**src/hw/rtl/assert_macros.svh**
```systemverilog
// Assertion helpers shared by the RTL files.
// Each use samples on the rising edge of clk and is held off while rst_n is low.
`ifndef ASSERT_MACROS_SVH
`define ASSERT_MACROS_SVH

// Check that a property holds.
`define ASSERT_CLK(lbl, prop, msg) \
  lbl: assert property (@(posedge clk) disable iff (!rst_n) prop) else $error(msg);

// Check that a condition never holds.
`define ASSERT_NEVER(lbl, cond, msg) \
  lbl: assert property (@(posedge clk) disable iff (!rst_n) !(cond)) else $error(msg);

`endif

```
**src/hw/rtl/dd2f_pkg.sv**
```systemverilog
package dd2f_pkg;

  localparam int FRAC_DIGITS_DEF      = 7;
  localparam int MAX_WHOLE_DIGITS_DEF = 10;

  localparam int LAT_LIMIT_DEG = 90;
  localparam int LON_LIMIT_DEG = 180;
  localparam int LIMIT_W       = 8;

  localparam logic [7:0] CH_PLUS  = 8'h2B;
  localparam logic [7:0] CH_MINUS = 8'h2D;
  localparam logic [7:0] CH_POINT = 8'h2E;
  localparam logic [7:0] CH_ZERO  = 8'h30;
  localparam logic [7:0] CH_NINE  = 8'h39;

  typedef enum logic [1:0] {
    ST_OK    = 2'd0,
    ST_BAD   = 2'd1,
    ST_RANGE = 2'd2
  } status_t;

  // Control flags of a finished token, handed from the parser to the scaler.
  typedef struct packed {
    logic bad;
    logic neg;
    logic lon;
  } fin_ctl_t;

  function automatic longint unsigned pow10(int n);
    longint unsigned p;
    p = 1;
    for (int k = 0; k < n; k++) begin
      p = p * 10;
    end
    return p;
  endfunction

endpackage

```
**src/hw/rtl/dd2f_parse.sv**
```systemverilog
`include "assert_macros.svh"

module dd2f_parse
  import dd2f_pkg::*;
#(
  parameter int FRAC_DIGITS      = FRAC_DIGITS_DEF,
  parameter int MAX_WHOLE_DIGITS = MAX_WHOLE_DIGITS_DEF,
  localparam int WW  = $clog2(pow10(MAX_WHOLE_DIGITS)),
  localparam int FW  = $clog2(pow10(FRAC_DIGITS)),
  localparam int WCW = $clog2(MAX_WHOLE_DIGITS + 1),
  localparam int FCW = $clog2(FRAC_DIGITS + 1)
) (
  input  logic           clk,
  input  logic           rst_n,
  input  logic           adv,
  input  logic           in_vld,
  input  logic [7:0]     in_ch,
  input  logic           in_last,
  input  logic           in_lon,
  output logic           fin_vld,
  output fin_ctl_t       fin_ctl,
  output logic [WW-1:0]  fin_whole,
  output logic [FW-1:0]  fin_frac,
  output logic [FCW-1:0] fin_fc
);

  localparam int WXW = WW + 4;
  localparam int FXW = FW + 4;

  logic           at_start_r, at_start_nxt;
  logic           neg_r, neg_nxt;
  logic           infrac_r, infrac_nxt;
  logic           bad_r, bad_nxt;
  logic [WW-1:0]  whole_r, whole_nxt;
  logic [WCW-1:0] wc_r, wc_nxt;
  logic [FW-1:0]  frac_r, frac_nxt;
  logic [FCW-1:0] fc_r, fc_nxt;

  logic           fin_vld_r;
  fin_ctl_t       fin_ctl_r;
  logic [WW-1:0]  fin_whole_r;
  logic [FW-1:0]  fin_frac_r;
  logic [FCW-1:0] fin_fc_r;

  logic           take;
  logic           is_digit;
  logic [3:0]     digit;
  logic [WXW-1:0] whole_x10;
  logic [FXW-1:0] frac_x10;

  assign take      = adv && in_vld;
  assign is_digit  = (in_ch >= CH_ZERO) && (in_ch <= CH_NINE);
  assign digit     = 4'(in_ch - CH_ZERO);
  assign whole_x10 = (WXW'(whole_r) << 3) + (WXW'(whole_r) << 1) + WXW'(digit);
  assign frac_x10  = (FXW'(frac_r) << 3) + (FXW'(frac_r) << 1) + FXW'(digit);

  always_comb begin
    at_start_nxt = at_start_r;
    neg_nxt      = neg_r;
    infrac_nxt   = infrac_r;
    bad_nxt      = bad_r;
    whole_nxt    = whole_r;
    wc_nxt       = wc_r;
    frac_nxt     = frac_r;
    fc_nxt       = fc_r;
    if (take) begin
      at_start_nxt = 1'b0;
      if (!bad_r) begin
        if (at_start_r && (in_ch == CH_PLUS || in_ch == CH_MINUS)) begin
          neg_nxt = (in_ch == CH_MINUS);
        end else if (is_digit) begin
          if (!infrac_r) begin
            if (wc_r == WCW'(MAX_WHOLE_DIGITS)) begin
              bad_nxt = 1'b1;
            end else begin
              whole_nxt = whole_x10[WW-1:0];
              wc_nxt    = wc_r + 1'b1;
            end
          end else if (fc_r != FCW'(FRAC_DIGITS)) begin
            frac_nxt = frac_x10[FW-1:0];
            fc_nxt   = fc_r + 1'b1;
          end
        end else if (in_ch == CH_POINT && !infrac_r) begin
          infrac_nxt = 1'b1;
        end else begin
          bad_nxt = 1'b1;
        end
      end
    end
  end

  // Token state; clear after the last character.
  always_ff @(posedge clk) begin
    if (!rst_n || (take && in_last)) begin
      at_start_r <= 1'b1;
      neg_r      <= 1'b0;
      infrac_r   <= 1'b0;
      bad_r      <= 1'b0;
      whole_r    <= '0;
      wc_r       <= '0;
      frac_r     <= '0;
      fc_r       <= '0;
    end else begin
      at_start_r <= at_start_nxt;
      neg_r      <= neg_nxt;
      infrac_r   <= infrac_nxt;
      bad_r      <= bad_nxt;
      whole_r    <= whole_nxt;
      wc_r       <= wc_nxt;
      frac_r     <= frac_nxt;
      fc_r       <= fc_nxt;
    end
  end

  always_ff @(posedge clk) begin
    if (!rst_n) begin
      fin_vld_r <= 1'b0;
    end else if (adv) begin
      fin_vld_r <= in_vld && in_last;
    end
  end

  always_ff @(posedge clk) begin
    if (take && in_last) begin
      fin_ctl_r.bad <= bad_nxt || (wc_nxt == '0 && fc_nxt == '0);
      fin_ctl_r.neg <= neg_nxt;
      fin_ctl_r.lon <= in_lon;
      fin_whole_r   <= whole_nxt;
      fin_frac_r    <= frac_nxt;
      fin_fc_r      <= fc_nxt;
    end
  end

  assign fin_vld   = fin_vld_r;
  assign fin_ctl   = fin_ctl_r;
  assign fin_whole = fin_whole_r;
  assign fin_frac  = fin_frac_r;
  assign fin_fc    = fin_fc_r;

  `ASSERT_CLK(a_clear_after_last, (take && in_last) |=> (at_start_r && !bad_r && wc_r == '0 && fc_r == '0), "token state not cleared after last character")
  `ASSERT_NEVER(a_whole_count_bound, wc_r > WCW'(MAX_WHOLE_DIGITS), "whole digit count past limit")

endmodule

```
**src/hw/rtl/dd2f_scale.sv**
```systemverilog
`include "assert_macros.svh"

module dd2f_scale
  import dd2f_pkg::*;
#(
  parameter int FRAC_DIGITS      = FRAC_DIGITS_DEF,
  parameter int MAX_WHOLE_DIGITS = MAX_WHOLE_DIGITS_DEF,
  localparam int WW  = $clog2(pow10(MAX_WHOLE_DIGITS)),
  localparam int FW  = $clog2(pow10(FRAC_DIGITS)),
  localparam int FCW = $clog2(FRAC_DIGITS + 1),
  localparam int MW  = $clog2(LON_LIMIT_DEG * pow10(FRAC_DIGITS) + 1)
) (
  input  logic           clk,
  input  logic           rst_n,
  input  logic           adv,
  input  logic           fin_vld,
  input  fin_ctl_t       fin_ctl,
  input  logic [WW-1:0]  fin_whole,
  input  logic [FW-1:0]  fin_frac,
  input  logic [FCW-1:0] fin_fc,
  output logic           sc_vld,
  output status_t        sc_status,
  output logic           sc_neg,
  output logic [MW-1:0]  sc_wprod,
  output logic [FW-1:0]  sc_fpad
);

  localparam int CW = (WW > LIMIT_W) ? WW : LIMIT_W;
  localparam logic [MW-1:0] SCALE = MW'(pow10(FRAC_DIGITS));

  logic [CW-1:0]   whole_ext;
  logic [CW-1:0]   limit;
  logic            over;
  status_t         status_nxt;
  logic [FW-1:0]   pad_mult;
  logic [2*FW-1:0] fpad_full;
  logic [MW-1:0]   wprod_nxt;

  logic            vld_r;
  status_t         status_r;
  logic            neg_r;
  logic [MW-1:0]   wprod_r;
  logic [FW-1:0]   fpad_r;

  assign whole_ext = CW'(fin_whole);
  assign limit     = fin_ctl.lon ? CW'(LON_LIMIT_DEG) : CW'(LAT_LIMIT_DEG);
  // Padded fraction stays below one degree, so a whole part at the limit
  // is over only when some fraction digit is nonzero.
  assign over      = (whole_ext > limit) || (whole_ext == limit && fin_frac != '0);

  always_comb begin
    if (fin_ctl.bad) begin
      status_nxt = ST_BAD;
    end else if (over) begin
      status_nxt = ST_RANGE;
    end else begin
      status_nxt = ST_OK;
    end
  end

  // Pad the fraction out to the full number of places.
  always_comb begin
    pad_mult = '0;
    for (int k = 0; k <= FRAC_DIGITS; k++) begin
      if (fin_fc == FCW'(k)) begin
        pad_mult = FW'(pow10(FRAC_DIGITS - k));
      end
    end
  end

  assign fpad_full = fin_frac * pad_mult;
  // In range the whole part never exceeds the longitude limit.
  assign wprod_nxt = MW'(fin_whole[WW-1:0] & WW'({LIMIT_W{1'b1}})) * SCALE;

  always_ff @(posedge clk) begin
    if (!rst_n) begin
      vld_r <= 1'b0;
    end else if (adv) begin
      vld_r <= fin_vld;
    end
  end

  always_ff @(posedge clk) begin
    if (adv && fin_vld) begin
      status_r <= status_nxt;
      neg_r    <= fin_ctl.neg;
      wprod_r  <= wprod_nxt;
      fpad_r   <= fpad_full[FW-1:0];
    end
  end

  assign sc_vld    = vld_r;
  assign sc_status = status_r;
  assign sc_neg    = neg_r;
  assign sc_wprod  = wprod_r;
  assign sc_fpad   = fpad_r;

  `ASSERT_CLK(a_bad_wins, (adv && fin_vld && fin_ctl.bad) |=> (status_r == ST_BAD), "bad syntax not reported as bad")
  `ASSERT_CLK(a_range_flag, (adv && fin_vld && !fin_ctl.bad && whole_ext > limit) |=> (status_r == ST_RANGE), "oversize whole part not flagged out of range")

endmodule

```
**src/hw/rtl/dd2f_outq.sv**
```systemverilog
`include "assert_macros.svh"

module dd2f_outq
  import dd2f_pkg::*;
#(
  parameter int FRAC_DIGITS = FRAC_DIGITS_DEF,
  localparam int FW = $clog2(pow10(FRAC_DIGITS)),
  localparam int MW = $clog2(LON_LIMIT_DEG * pow10(FRAC_DIGITS) + 1)
) (
  input  logic          clk,
  input  logic          rst_n,
  input  logic          sc_vld,
  input  status_t       sc_status,
  input  logic          sc_neg,
  input  logic [MW-1:0] sc_wprod,
  input  logic [FW-1:0] sc_fpad,
  output logic          adv,
  output logic          out_vld,
  input  logic          out_rdy,
  output status_t       out_status,
  output logic [31:0]   out_value
);

  logic [MW-1:0] mag;
  logic [31:0]   mag32;
  logic [31:0]   value_nxt;
  logic          pipe_vld;
  logic          out_take;

  logic          rdy_r;
  logic          out_vld_r, out_vld_nxt;
  status_t       out_status_r;
  logic [31:0]   out_value_r;
  logic          skid_vld_r, skid_vld_nxt;
  status_t       skid_status_r;
  logic [31:0]   skid_value_r;

  assign mag       = sc_wprod + MW'(sc_fpad);
  assign mag32     = 32'(mag);
  assign value_nxt = (sc_status != ST_OK) ? 32'd0 : (sc_neg ? (32'd0 - mag32) : mag32);

  assign adv      = rdy_r;
  assign pipe_vld = rdy_r && sc_vld;
  assign out_take = !out_vld_r || out_rdy;

  always_comb begin
    out_vld_nxt  = out_vld_r;
    skid_vld_nxt = skid_vld_r;
    if (out_take) begin
      if (skid_vld_r) begin
        out_vld_nxt  = 1'b1;
        skid_vld_nxt = 1'b0;
      end else begin
        out_vld_nxt = pipe_vld;
      end
    end else if (pipe_vld) begin
      skid_vld_nxt = 1'b1;
    end
  end

  always_ff @(posedge clk) begin
    if (!rst_n) begin
      rdy_r      <= 1'b0;
      out_vld_r  <= 1'b0;
      skid_vld_r <= 1'b0;
    end else begin
      rdy_r      <= !skid_vld_nxt;
      out_vld_r  <= out_vld_nxt;
      skid_vld_r <= skid_vld_nxt;
    end
  end

  always_ff @(posedge clk) begin
    if (out_take) begin
      if (skid_vld_r) begin
        out_status_r <= skid_status_r;
        out_value_r  <= skid_value_r;
      end else if (pipe_vld) begin
        out_status_r <= sc_status;
        out_value_r  <= value_nxt;
      end
    end else if (pipe_vld) begin
      skid_status_r <= sc_status;
      skid_value_r  <= value_nxt;
    end
  end

  assign out_vld    = out_vld_r;
  assign out_status = out_status_r;
  assign out_value  = out_value_r;

  `ASSERT_CLK(a_skid_behind_out, skid_vld_r |-> out_vld_r, "skid entry held while output register empty")
  `ASSERT_CLK(a_zero_unless_ok, (out_vld_r && out_status_r != ST_OK) |-> (out_value_r == 32'd0), "nonzero value with failing status")

endmodule

```
**src/hw/rtl/decimal_degrees_to_fixed_e7_top.sv**
```systemverilog
// Decimal degrees to fixed point (degrees * 1e7 by default).
//
// Input channel (in_*): one ASCII character of a token per transaction,
// in_tlast on its final character, in_tuser selecting the limit applied on
// that final character (0 latitude +-90, 1 longitude +-180).
// Result channel (out_*): one transaction per token, issued for the
// character marked last only. out_tuser carries the status (0 ok, 1 bad
// syntax, 2 out of range) and out_tdata the signed scaled value, zero
// unless the status is ok.
// Throughput: one character per cycle while in_tready is high. Path: after
// the last character is accepted, the result moves through the input
// register, parse stage, scale stage, then the output register.
// Reset: all token state clears, no result is pending and in_tready comes
// up high in the cycle after rst_n is released.
// Stall: an output register plus one skid entry sit on the result side;
// in_tready drops only once the skid entry is full and the whole pipeline
// holds until the receiver takes a result.
module decimal_degrees_to_fixed_e7_top
  import dd2f_pkg::*;
#(
  parameter int FRAC_DIGITS      = FRAC_DIGITS_DEF,
  parameter int MAX_WHOLE_DIGITS = MAX_WHOLE_DIGITS_DEF
) (
  input  logic        clk,
  input  logic        rst_n,
  input  logic        in_tvalid,
  output logic        in_tready,
  input  logic [7:0]  in_tdata,   // [7:0] ch
  input  logic        in_tlast,
  input  logic        in_tuser,   // [0] range_kind
  output logic        out_tvalid,
  input  logic        out_tready,
  output logic [31:0] out_tdata,  // [31:0] value
  output logic [1:0]  out_tuser   // [1:0] status
);

  localparam int WW  = $clog2(pow10(MAX_WHOLE_DIGITS));
  localparam int FW  = $clog2(pow10(FRAC_DIGITS));
  localparam int FCW = $clog2(FRAC_DIGITS + 1);
  localparam int MW  = $clog2(LON_LIMIT_DEG * pow10(FRAC_DIGITS) + 1);

  // Global advance: every stage moves together while the skid entry is free.
  logic           adv;

  // Input register.
  logic           s0_vld_r;
  logic [7:0]     s0_ch_r;
  logic           s0_last_r;
  logic           s0_lon_r;

  // Parse stage to scale stage.
  logic           fin_vld;
  fin_ctl_t       fin_ctl;
  logic [WW-1:0]  fin_whole;
  logic [FW-1:0]  fin_frac;
  logic [FCW-1:0] fin_fc;

  // Scale stage to output stage.
  logic           sc_vld;
  status_t        sc_status;
  logic           sc_neg;
  logic [MW-1:0]  sc_wprod;
  logic [FW-1:0]  sc_fpad;

  status_t        out_status;

  assign in_tready = adv;

  always_ff @(posedge clk) begin
    if (!rst_n) begin
      s0_vld_r <= 1'b0;
    end else if (adv) begin
      s0_vld_r <= in_tvalid;
    end
  end

  // Capture the character on each accepted transaction.
  always_ff @(posedge clk) begin
    if (adv && in_tvalid) begin
      s0_ch_r   <= in_tdata;
      s0_last_r <= in_tlast;
      s0_lon_r  <= in_tuser;
    end
  end

  dd2f_parse #(
    .FRAC_DIGITS      (FRAC_DIGITS),
    .MAX_WHOLE_DIGITS (MAX_WHOLE_DIGITS)
  ) u_parse (
    .clk       (clk),
    .rst_n     (rst_n),
    .adv       (adv),
    .in_vld    (s0_vld_r),
    .in_ch     (s0_ch_r),
    .in_last   (s0_last_r),
    .in_lon    (s0_lon_r),
    .fin_vld   (fin_vld),
    .fin_ctl   (fin_ctl),
    .fin_whole (fin_whole),
    .fin_frac  (fin_frac),
    .fin_fc    (fin_fc)
  );

  dd2f_scale #(
    .FRAC_DIGITS      (FRAC_DIGITS),
    .MAX_WHOLE_DIGITS (MAX_WHOLE_DIGITS)
  ) u_scale (
    .clk       (clk),
    .rst_n     (rst_n),
    .adv       (adv),
    .fin_vld   (fin_vld),
    .fin_ctl   (fin_ctl),
    .fin_whole (fin_whole),
    .fin_frac  (fin_frac),
    .fin_fc    (fin_fc),
    .sc_vld    (sc_vld),
    .sc_status (sc_status),
    .sc_neg    (sc_neg),
    .sc_wprod  (sc_wprod),
    .sc_fpad   (sc_fpad)
  );

  dd2f_outq #(
    .FRAC_DIGITS (FRAC_DIGITS)
  ) u_outq (
    .clk        (clk),
    .rst_n      (rst_n),
    .sc_vld     (sc_vld),
    .sc_status  (sc_status),
    .sc_neg     (sc_neg),
    .sc_wprod   (sc_wprod),
    .sc_fpad    (sc_fpad),
    .adv        (adv),
    .out_vld    (out_tvalid),
    .out_rdy    (out_tready),
    .out_status (out_status),
    .out_value  (out_tdata)
  );

  assign out_tuser = out_status;

endmodule

```
**config.mk**
```make
export PLATFORM = sky130hd
export DESIGN_NAME = decimal_degrees_to_fixed_e7_top
export DESIGN_NICKNAME = d
export VERILOG_FILES = /design/src/hw/rtl/dd2f_pkg.sv /design/src/hw/rtl/dd2f_parse.sv /design/src/hw/rtl/dd2f_scale.sv /design/src/hw/rtl/dd2f_outq.sv /design/src/hw/rtl/decimal_degrees_to_fixed_e7_top.sv
export VERILOG_INCLUDE_DIRS = /design/src /design/src/hw/rtl
export SDC_FILE = /design/constraint.sdc
export NUM_CORES = 1
export LEC_CHECK = 0
export BUFFER_PORTS_ARGS = -buffer_cell sky130_fd_sc_hd__clkbuf_2
export CORE_ASPECT_RATIO = 0.7
export CORE_MARGIN = 4
export CORE_UTILIZATION = 65
export DETAILED_ROUTE_END_ITERATION = 10
export PLACE_DENSITY = 0.82
export SYNTH_ARGS = -nofsm -noshare
export SYNTH_HDL_FRONTEND = slang
export SYNTH_SLANG_ARGS = --single-unit
```
**constraint.sdc**
```tcl
create_clock -name clk -period 21.9 [get_ports clk]
set_input_delay 4.38 -clock clk [delete_from_list [all_inputs] [get_ports clk]]
set_output_delay 4.38 -clock clk [all_outputs]
set_load 0.005 [all_outputs]
```
==> results by group, run 1 <==
Floorplan
  • Die Height: ~170 um
  • Core area: 38500 um^2
  • Starting Density: 66.1%
  • Die width: 244 um
  • Die Area: approximately 42000 um^2
  • Row count: 60
  • Io pins: 50

Clock tree
  • Root Buffer: clkbuf_16
  • CTS Buffer Depth: 3
  • Setup bufs post-CTS: 0
  • Total clock sinks: 268
  • CTS clk-pin slew, worst paths: roughly 0.070 ns
  • Cts bufs inserted: 26
  • Worst-Skew Late Latency: between 0.5 and 0.6 ns
  • Hold-fix buffer count after cts: 0
  • CTS tree: done
  • Post_cts resized: 0
  • H-tree Lvls: 1

Timing
  • Final critical delay including setup and external delays: 8.43 ns
  • Slew Viols, Final: 0
  • Final setup fails: 0
  • RSZ-0062 raised after global routing: false
  • Post-Route Skew: 0.0245 ns
  • Setup TNS: 0 ns
  • Fmax: 119 MHz
  • Hold Vio Cnt, Final: 0
  • Tcrit/Tclk final: between 30% and 40%
  • Tightest Pin Transition: between 1 and 1.5 ns
  • Headroom to the max-slew limit: under 10%

Placement
  • Placer congestion estimate: 0.958
  • Cell total after placement: about 3100
  • DP HPWL: 46100 um
  • IO buf count: 49

Min path
  • Hold path cells: 0
  • Hold wc startpoint: u_parse.fin_ctl[1]$_DFFE_PP_
  • Worst Hold Class: reg2reg
  • Hold Path End: u_scale.sc_neg$_DFFE_PP_

Power and ir drop
  • Total power: slightly above 1 mW
  • Power per cell area: approximately 38 nW/um^2
  • Pleak: 12.7 nW
  • Max VDD drop: ~49 uV

Routing
  • Via density: ~6
  • # DRC: 0
  • Drt wl/cell: ~19 um
  • Final wirelength: approximately 60000 um
  • First-pass DRT Iterations: 7
  • Detailed-route via count: 19000
  • Initial drt markers: 1825
  • Detail Route Antenna Nets: 0

Synthesis
  • Adder-cell share of the synthesized area: a little under a third
  • Synthesized area per cell: about 9.7 um^2
  • Ys async rst share: 0%
  • Largest family of logic cells by synthesized area: adder cells
  • Most frequent cell after synthesis: inv_1
  • Top FF cell, synth: edfxtp_1
  • YS warnings: 0
  • Post-synthesis compound-gate area fraction: 11.2%
  • Area contributors post-synth: edfxtp_1 (23%), fa_1 (17%), ha_1 (15%)
  • Synth Area in Simple Gates: between 15 and 20%
  • Number of enable flip-flop cells after synthesis: a little under 200
  • Mux cell area share after synthesis: less than 1%
  • Synth Net Count: between 3000 and 4000
  • Synth cell types: 77
  • Synthesized flop and latch total: 268
  • Post-synth top cells: inv_1 (343), ha_1 (296), nand2_1 (258), fa_1 (220), edfxtp_1 (193)
  • Post-synthesis cell type with the largest combined area: edfxtp_1
  • Cells after Synth: roughly 2600
  • Sequential area share after synthesis: between 20% and 30%
  • Post-synth top area share: between 20% and 30%
  • XOR/XNOR Fraction of Synth Area: 5.10%
  • Cell area after synthesis: between 20000 and 30000 um^2

Setup path
  • Critical path required time: 22.20 ns
  • Type of origin of the critical path: register
  • R2r worst-path depth: 23
  • Crit. Startpoint: u_parse.fin_fc[1]$_DFFE_PP_
  • CP max-delay cell: o21bai_1
  • Reg2reg start: u_parse.fin_fc[1]$_DFFE_PP_
  • Worst setup path class: reg2reg
  • CP endpoint kind: register
  • CP dominant cell by count: fa_1
  • Critical Path Max Stage Delay: between 0.6 and 0.7 ns
  • Worst Path Max Fanout: 37
  • Cell Chain, Critical Path: buf_4, nor2b_1, and2_1, o21bai_1, and2_1, fa_1, inv_1, fa_1, fa_1, inv_1, ha_1, ha_1, fa_1, inv_1, fa_1, inv_1, ha_1, o41ai_1, o21ai_0, a2111o_1, a311oi_1, a21oi_1, xor2_1
  • CP arrival: 8.72 ns
  • Reg-to-reg endpoint: u_scale.sc_fpad[22]$_DFFE_PP_
  • Setup slack, reg-to-reg: about 13 ns

Final layout
  • Area added between synthesis and finish: 6.12%
  • Fraction of layout cells with a size suffix above 1: slightly below 6%
  • Antenna Cells: 0
  • Post-route insts no fill: 3169
  • Nets: between 3000 and 4000

GRT
  • Initial antenna violation count: 0
  • Grt ovf: 0
  • Largest net degree at the start of global routing: 70
  • First-pass GRT wire length: 100000 um
  • Number of global-route vias before repair: 19500
  • Total Routing Usage GR: between 20% and 30%

Status
  • Status: complete, no violations

Job
  • Max-cap violations: 0
cell usage in the layout, fill, tap and decap left out, types with 13 or more instances in the layout:
master       n
o31ai_1     32
o21ai_0     94
clkbuf_16   26
a21o_1      37
clkbuf_2    49
dfxtp_1     74
ha_1       296
xnor2_1     96
nand2b_1    13
buf_4       20
edfxtp_1   193
xor2_1      52
a31oi_1     18
o21a_1      14
nor3_1      29
a21oi_1    106
inv_1      342
nor2b_1     55
fa_1       220
nand2_1    257
and3_1      50
and2_1     151
a211oi_1    23
nand3_1     36
nor4_1      20
nor2_1     131
critical path, delay by kind of cell (launching register included):
kind	cells	cell delay (ns)
flops	1	0.33
buf+inv	5	0.61
simple gates	3	1.26
xor+xnor	1	0.16
fa+ha+maj	8	3.20
compound gates	6	2.61
routing by layer:
layer  track usage [%]  vias up  share of wire, %
met2              45.0      919                44
met5                 0        -                 0
met1              41.3     9091                43
li1                  -     8877                 -
met3              6.73      136               9.8
met4              6.77        0               2.7
cell families (layout without fill, tap and decap cells):
group                      after synthesis  after routing
xor gates and xnor gates               148            148
adders and majority gates              516            516
muxes                                   16             16
buffers and inverters                  435            458
and+or+nand+nor                        808            808
DFF                                    268            268
AOI/OAI and AO/OA                      428            428
registers in the layout (all words and copies together), names as in the netlist, 3 cells and up:
| register | count |
|---|---|
| u_parse.fin_whole | 34 |
| u_parse.whole_r | 34 |
| u_outq.out_value | 32 |
| u_outq.skid_value_r | 32 |
| u_parse.fin_frac | 24 |
| u_parse.frac_r | 24 |
| u_scale.sc_fpad | 24 |
| u_scale.sc_wprod | 24 |
| s0_ch_r | 8 |
| u_parse.wc_r | 4 |
| u_parse.fc_r | 3 |
| u_parse.fin_ctl | 3 |
| u_parse.fin_fc | 3 |
cell type report:
class	instances	area, um^2
fill	2783	11500
multi-input combinational	1916	16500
inverter	343	1290
clock buffer	28	658
timing repair buffer	69	395
sequential	268	7300
clock inverter	18	169
tap	527	659
per-stage QoR:
stage | util [%] | hold WS, ns | worst slack [ns] | instance area (um^2)
3_3_place_gp | 68.0 | 0.409 | 14.16 | 26200
2_1_floorplan | - | 0.400 | 14.74 | 25400
5_1_grt | 70.1 | 0.432 | 13.14 | 27000
4_1_cts | 70.1 | 0.421 | 13.71 | 27000
6_report | 70.1 | 0.420 | 13.47 | 27000
3_5_place_dp | 68.0 | 0.405 | 13.76 | 26200
how the worst max path moves through the flow:
stage	endpoint	depth (start not counted)	slack, ns
finish	u_scale.sc_fpad[22]$_DFFE_PP_	23	13.47
CTS	u_scale.sc_fpad[22]$_DFFE_PP_	23	13.71
global route	u_scale.sc_fpad[23]$_DFFE_PP_	24	13.14
global placement	u_scale.sc_fpad[23]$_DFFE_PP_	22	14.16
floorplan	u_scale.sc_fpad[22]$_DFFE_PP_	27	14.74
detailed placement	u_scale.sc_fpad[22]$_DFFE_PP_	23	13.76
where the power goes:
group | total (mW) | switching, mW | internal [mW]
clock network | 0.440 | 0.205 | 0.235
registers | 0.544 | 0.00309 | 0.541
logic | 0.0322 | 0.0204 | 0.0118
total | 1.02 | 0.229 | 0.788
No activity file was read; power rests on OpenSTA's default activity.
==> run 2, diff against run 1 <==
- ABC_AREA: unset -> 1
- CORE_UTILIZATION: 65 -> 59
- PLACE_DENSITY: 0.82 -> 0.79
- clock period: 21.9 -> 7.1 ns (I/O delays scaled with it)
==> run 2 against run 1 <==
  * Core utilization decreased by 5.0 points
  * Worst hold slack improved by 0.029 ns
  * Clock skew decreased by 0.0026 ns
  * Highest routed layer unchanged
  * Largest cell class unchanged
==> results by group, run 2 <==
Synthesis
  • Top FF cell, synth: edfxtp_1
  • Most frequent cell after synthesis: nand2_1
  • Post-synth top cells: nand2_1 (627), inv_1 (573), nor2_1 (359), ha_1 (296), fa_1 (220)
  • Sequential area share after synthesis: 27.7% (-0.99 points)
  • Synthesized flop and latch total: 268 (unchanged)
  • Synth cell types: 57 (-26%)
  • Post-synth top area share: 22.0% (-0.79 points)
  • Synthesized area per cell: 8.30 um^2 (-15%)
  • Synth Net Count: 3706 (+18%)
  • Post-synthesis cell type with the largest combined area: edfxtp_1
  • Area contributors post-synth: edfxtp_1 (22%), fa_1 (17%), ha_1 (14%)
  • Ys async rst share: 0% (unchanged)
  • YS warnings: 0 (unchanged)
  • Cell area after synthesis: 26400 um^2 (+3.6%)
  • Number of enable flip-flop cells after synthesis: 193 (unchanged)
  • Cells after Synth: 3176 (+21%)

GRT
  • Largest net degree at the start of global routing: 69 (-1.4%)
  • Total Routing Usage GR: 30.1% (+1.3 points)
  • First-pass GRT wire length: 114000 um (+14%)
  • Initial antenna violation count: 0 (unchanged)
  • Number of global-route vias before repair: 21200 (+8.6%)
  • Grt ovf: 0 (unchanged)

Routing
  • Via density: 5.51 (-8.2%)
  • First-pass DRT Iterations: 7 (unchanged)
  • Detail Route Antenna Nets: 0 (unchanged)
  • # DRC: 0 (unchanged)
  • Detailed-route via count: 21400 (+12%)
  • Final wirelength: 71400 um (+19%)
  • Initial drt markers: 1942 (+6.4%)
  • Drt wl/cell: 18.4 um (-3.1%)

Power and ir drop
  • Power share of the clock group: 41.6% (-1.7 points)
  • Seq pwr share: 48.0% (-5.5 points)
  • Power share of the combinational group: 10.3% (+7.1 points)
  • Cell-internal power: 2.65 mW (+240%)
  • Pleak: 14.5 nW (+14%)
  • P_sw: 0.879 mW (+280%)
  • Sw Share: 24.9% (+2.4 points)
  • Max VDD drop: 152 uV (+210%)
  • Total power: 3.53 mW (+250%)
  • Power per cell area: 124 nW/um^2 (+230%)

Setup path
  • Type of origin of the critical path: register
  • Critical path required time: 7.41 ns (-14.79 ns)
  • CP max-delay cell: fa_1
  • WP buf/inv: 9 (+4)
  • Delay-heaviest family, CP: adder cells
  • CP arrival: 7.21 ns (-1.51 ns)
  • Worst Path Max Fanout: 14 (-62%)
  • CP endpoint kind: register
  • CP dominant cell by count: fa_1
  • Critical Path Max Stage Delay: 0.58 ns (-0.08 ns)
  • Worst setup path class: reg2reg

Floorplan
  • Die Height: 185 um (+6.5%)
  • Core area: 43900 um^2 (+14%)
  • Die width: 261 um (+6.6%)
  • Io pins: 50 (unchanged)
  • Row count: 64 (+6.7%)
  • Die Area: 48200 um^2 (+14%)
  • Starting Density: 60.1% (-6.0 points)

Clock tree
  • Cts bufs inserted: 27 (+3.8%)
  • CTS clk-pin slew, worst paths: 0.06 ns (about the same)
  • H-tree Lvls: 1 (unchanged)
  • Root Buffer: clkbuf_16
  • CTS Buffer Depth: 3 (unchanged)
  • CTS tree: done
  • Worst-Skew Late Latency: 0.57 ns (+0.02 ns)
  • Hold-fix buffer count after cts: 0 (unchanged)
  • Total clock sinks: 268 (unchanged)

Timing
  • RSZ-0062 raised after global routing: true
  • Final setup fails: 0 (unchanged)
  • Post-Route Skew: 0.0219 ns (-0.00256 ns)
  • Final critical delay including setup and external delays: 6.90 ns (-1.53 ns)
  • Fmax: 145 MHz (+22%)
  • PnR worst setup slack: 0.203 ns (-13.27 ns)
  • Headroom to the max-slew limit: 29.7% (+22 points)
  • Slew Viols, Final: 0 (unchanged)
  • Tcrit/Tclk final: 97.1% (+59 points)
  • Hold Vio Cnt, Final: 0 (unchanged)
  • Tightest Pin Transition: 1.05 ns (-0.332 ns)

Placement
  • Cell total after placement: 3830 (+23%)
  • Placer congestion estimate: 1.04 (+8.5%)
  • DP HPWL: 58700 um (+27%)
  • Post-place setup slack: 0.152 ns (-13.61 ns)
  • Placed cell areas: 27700 um^2 (+5.7%)
  • IO buf count: 49 (unchanged)

Final layout
  • Most frequent cells in the layout: nand2_1 (626), inv_1 (569), nor2_1 (355)
  • Area added between synthesis and finish: 8.49%
  • Nets: 3795 (+20%)
  • Fin util: 65.1% (-5.0 points)
  • Fillers: 3727 (+34%)
  • Post-route insts no fill: 3879 (+22%)
  • Most common cell after layout, fill and taps aside: nand2_1
  • Finished layout cell area: 28600 um^2 (+5.9%)
  • Fraction of layout cells with a size suffix above 1: 9.32% (+3.4 points)
  • Antenna Cells: 0 (unchanged)

Status
  • Status: complete, no violations

Job
  • Max-cap violations: 0 (unchanged)

Min path
  • Worst Hold Class: reg2reg
[run 2: repair_timing]
action	in CTS	in global routing
buffers inserted	0	0
gates resized for setup	0	13
setup endpoints to repair	0	6
[run 2: kinds of logic (layout without fill, tap and decap cells)]
| kind of cell | Yosys count | count (layout) | synth area share (%) |
|---|---|---|---|
| flops | 268 | 268 | 27.7 |
| simple gates | 1277 | 1277 | 20.9 |
| buf+inv | 665 | 774 | 9.60 |
| fa+ha+maj | 516 | 516 | 30.8 |
| compound gates | 336 | 336 | 7.09 |
| xor+xnor | 114 | 114 | 3.99 |
[run 2: final cells by class]
type	instances	area, um^2	share of cell area [%]
Tap cell	594	743	2.60
Inverter	603	2270	7.94
Clock inverter	15	153	0.534
Multi-Input combinational cell	2243	16600	58.0
Sequential cell	268	7300	25.5
Timing Repair Buffer	122	806	2.82
Clock buffer	34	752	2.63
[run 2: power by group through the flow]
stage                     clock [mW]  combinational, mW  sequential, mW
after global placement             0              0.343            1.73
after floorplan                    0              0.251            1.73
after global routing            1.57              0.409            1.70
after CTS                       1.49              0.359            1.70
after detailed placement           0              0.356            1.73
final                           1.47              0.365            1.70
[run 2: stage by stage]
step,TNS [ns],hold slack (ns)
3_3_place_gp,0,0.408
2_1_floorplan,0,0.400
3_5_place_dp,0,0.437
5_1_grt,-0.0695,0.467
6_report,0,0.449
4_1_cts,0,0.454
[run 2: worst reg2reg max path, delay by kind of cell (launching register included)]
family	cells	cell delay, ns
buf+inv	9	1.06
fa+ha+maj	8	3.95
simple gates	8	0.60
flops	1	0.56
compound gates	3	0.48
[run 2: routing by layer]
metal / track usage (%) / vias up / routed length [um]
met4: 4.44 / 0 / 1120
met5: 0 / - / 0
met2: 45.6 / 850 / 30000
met1: 45.4 / 10100 / 33400
li1: - / 10300 / -
met3: 6.97 / 91 / 6880
[run 2: worst paths after layout]
check	start	to	slack (ns)	cells after the start
setup / recovery	u_parse.fin_fc[2]$_DFFE_PP_	u_scale.sc_fpad[23]$_DFFE_PP_	0.20	28
hold / removal	s0_lon_r$_DFFE_PP_	u_parse.fin_ctl[0]$_DFFE_PP_	0.45	0
setup reg to reg	u_parse.fin_fc[2]$_DFFE_PP_	u_scale.sc_fpad[23]$_DFFE_PP_	0.20	28
hold reg to reg	s0_lon_r$_DFFE_PP_	u_parse.fin_ctl[0]$_DFFE_PP_	0.45	0
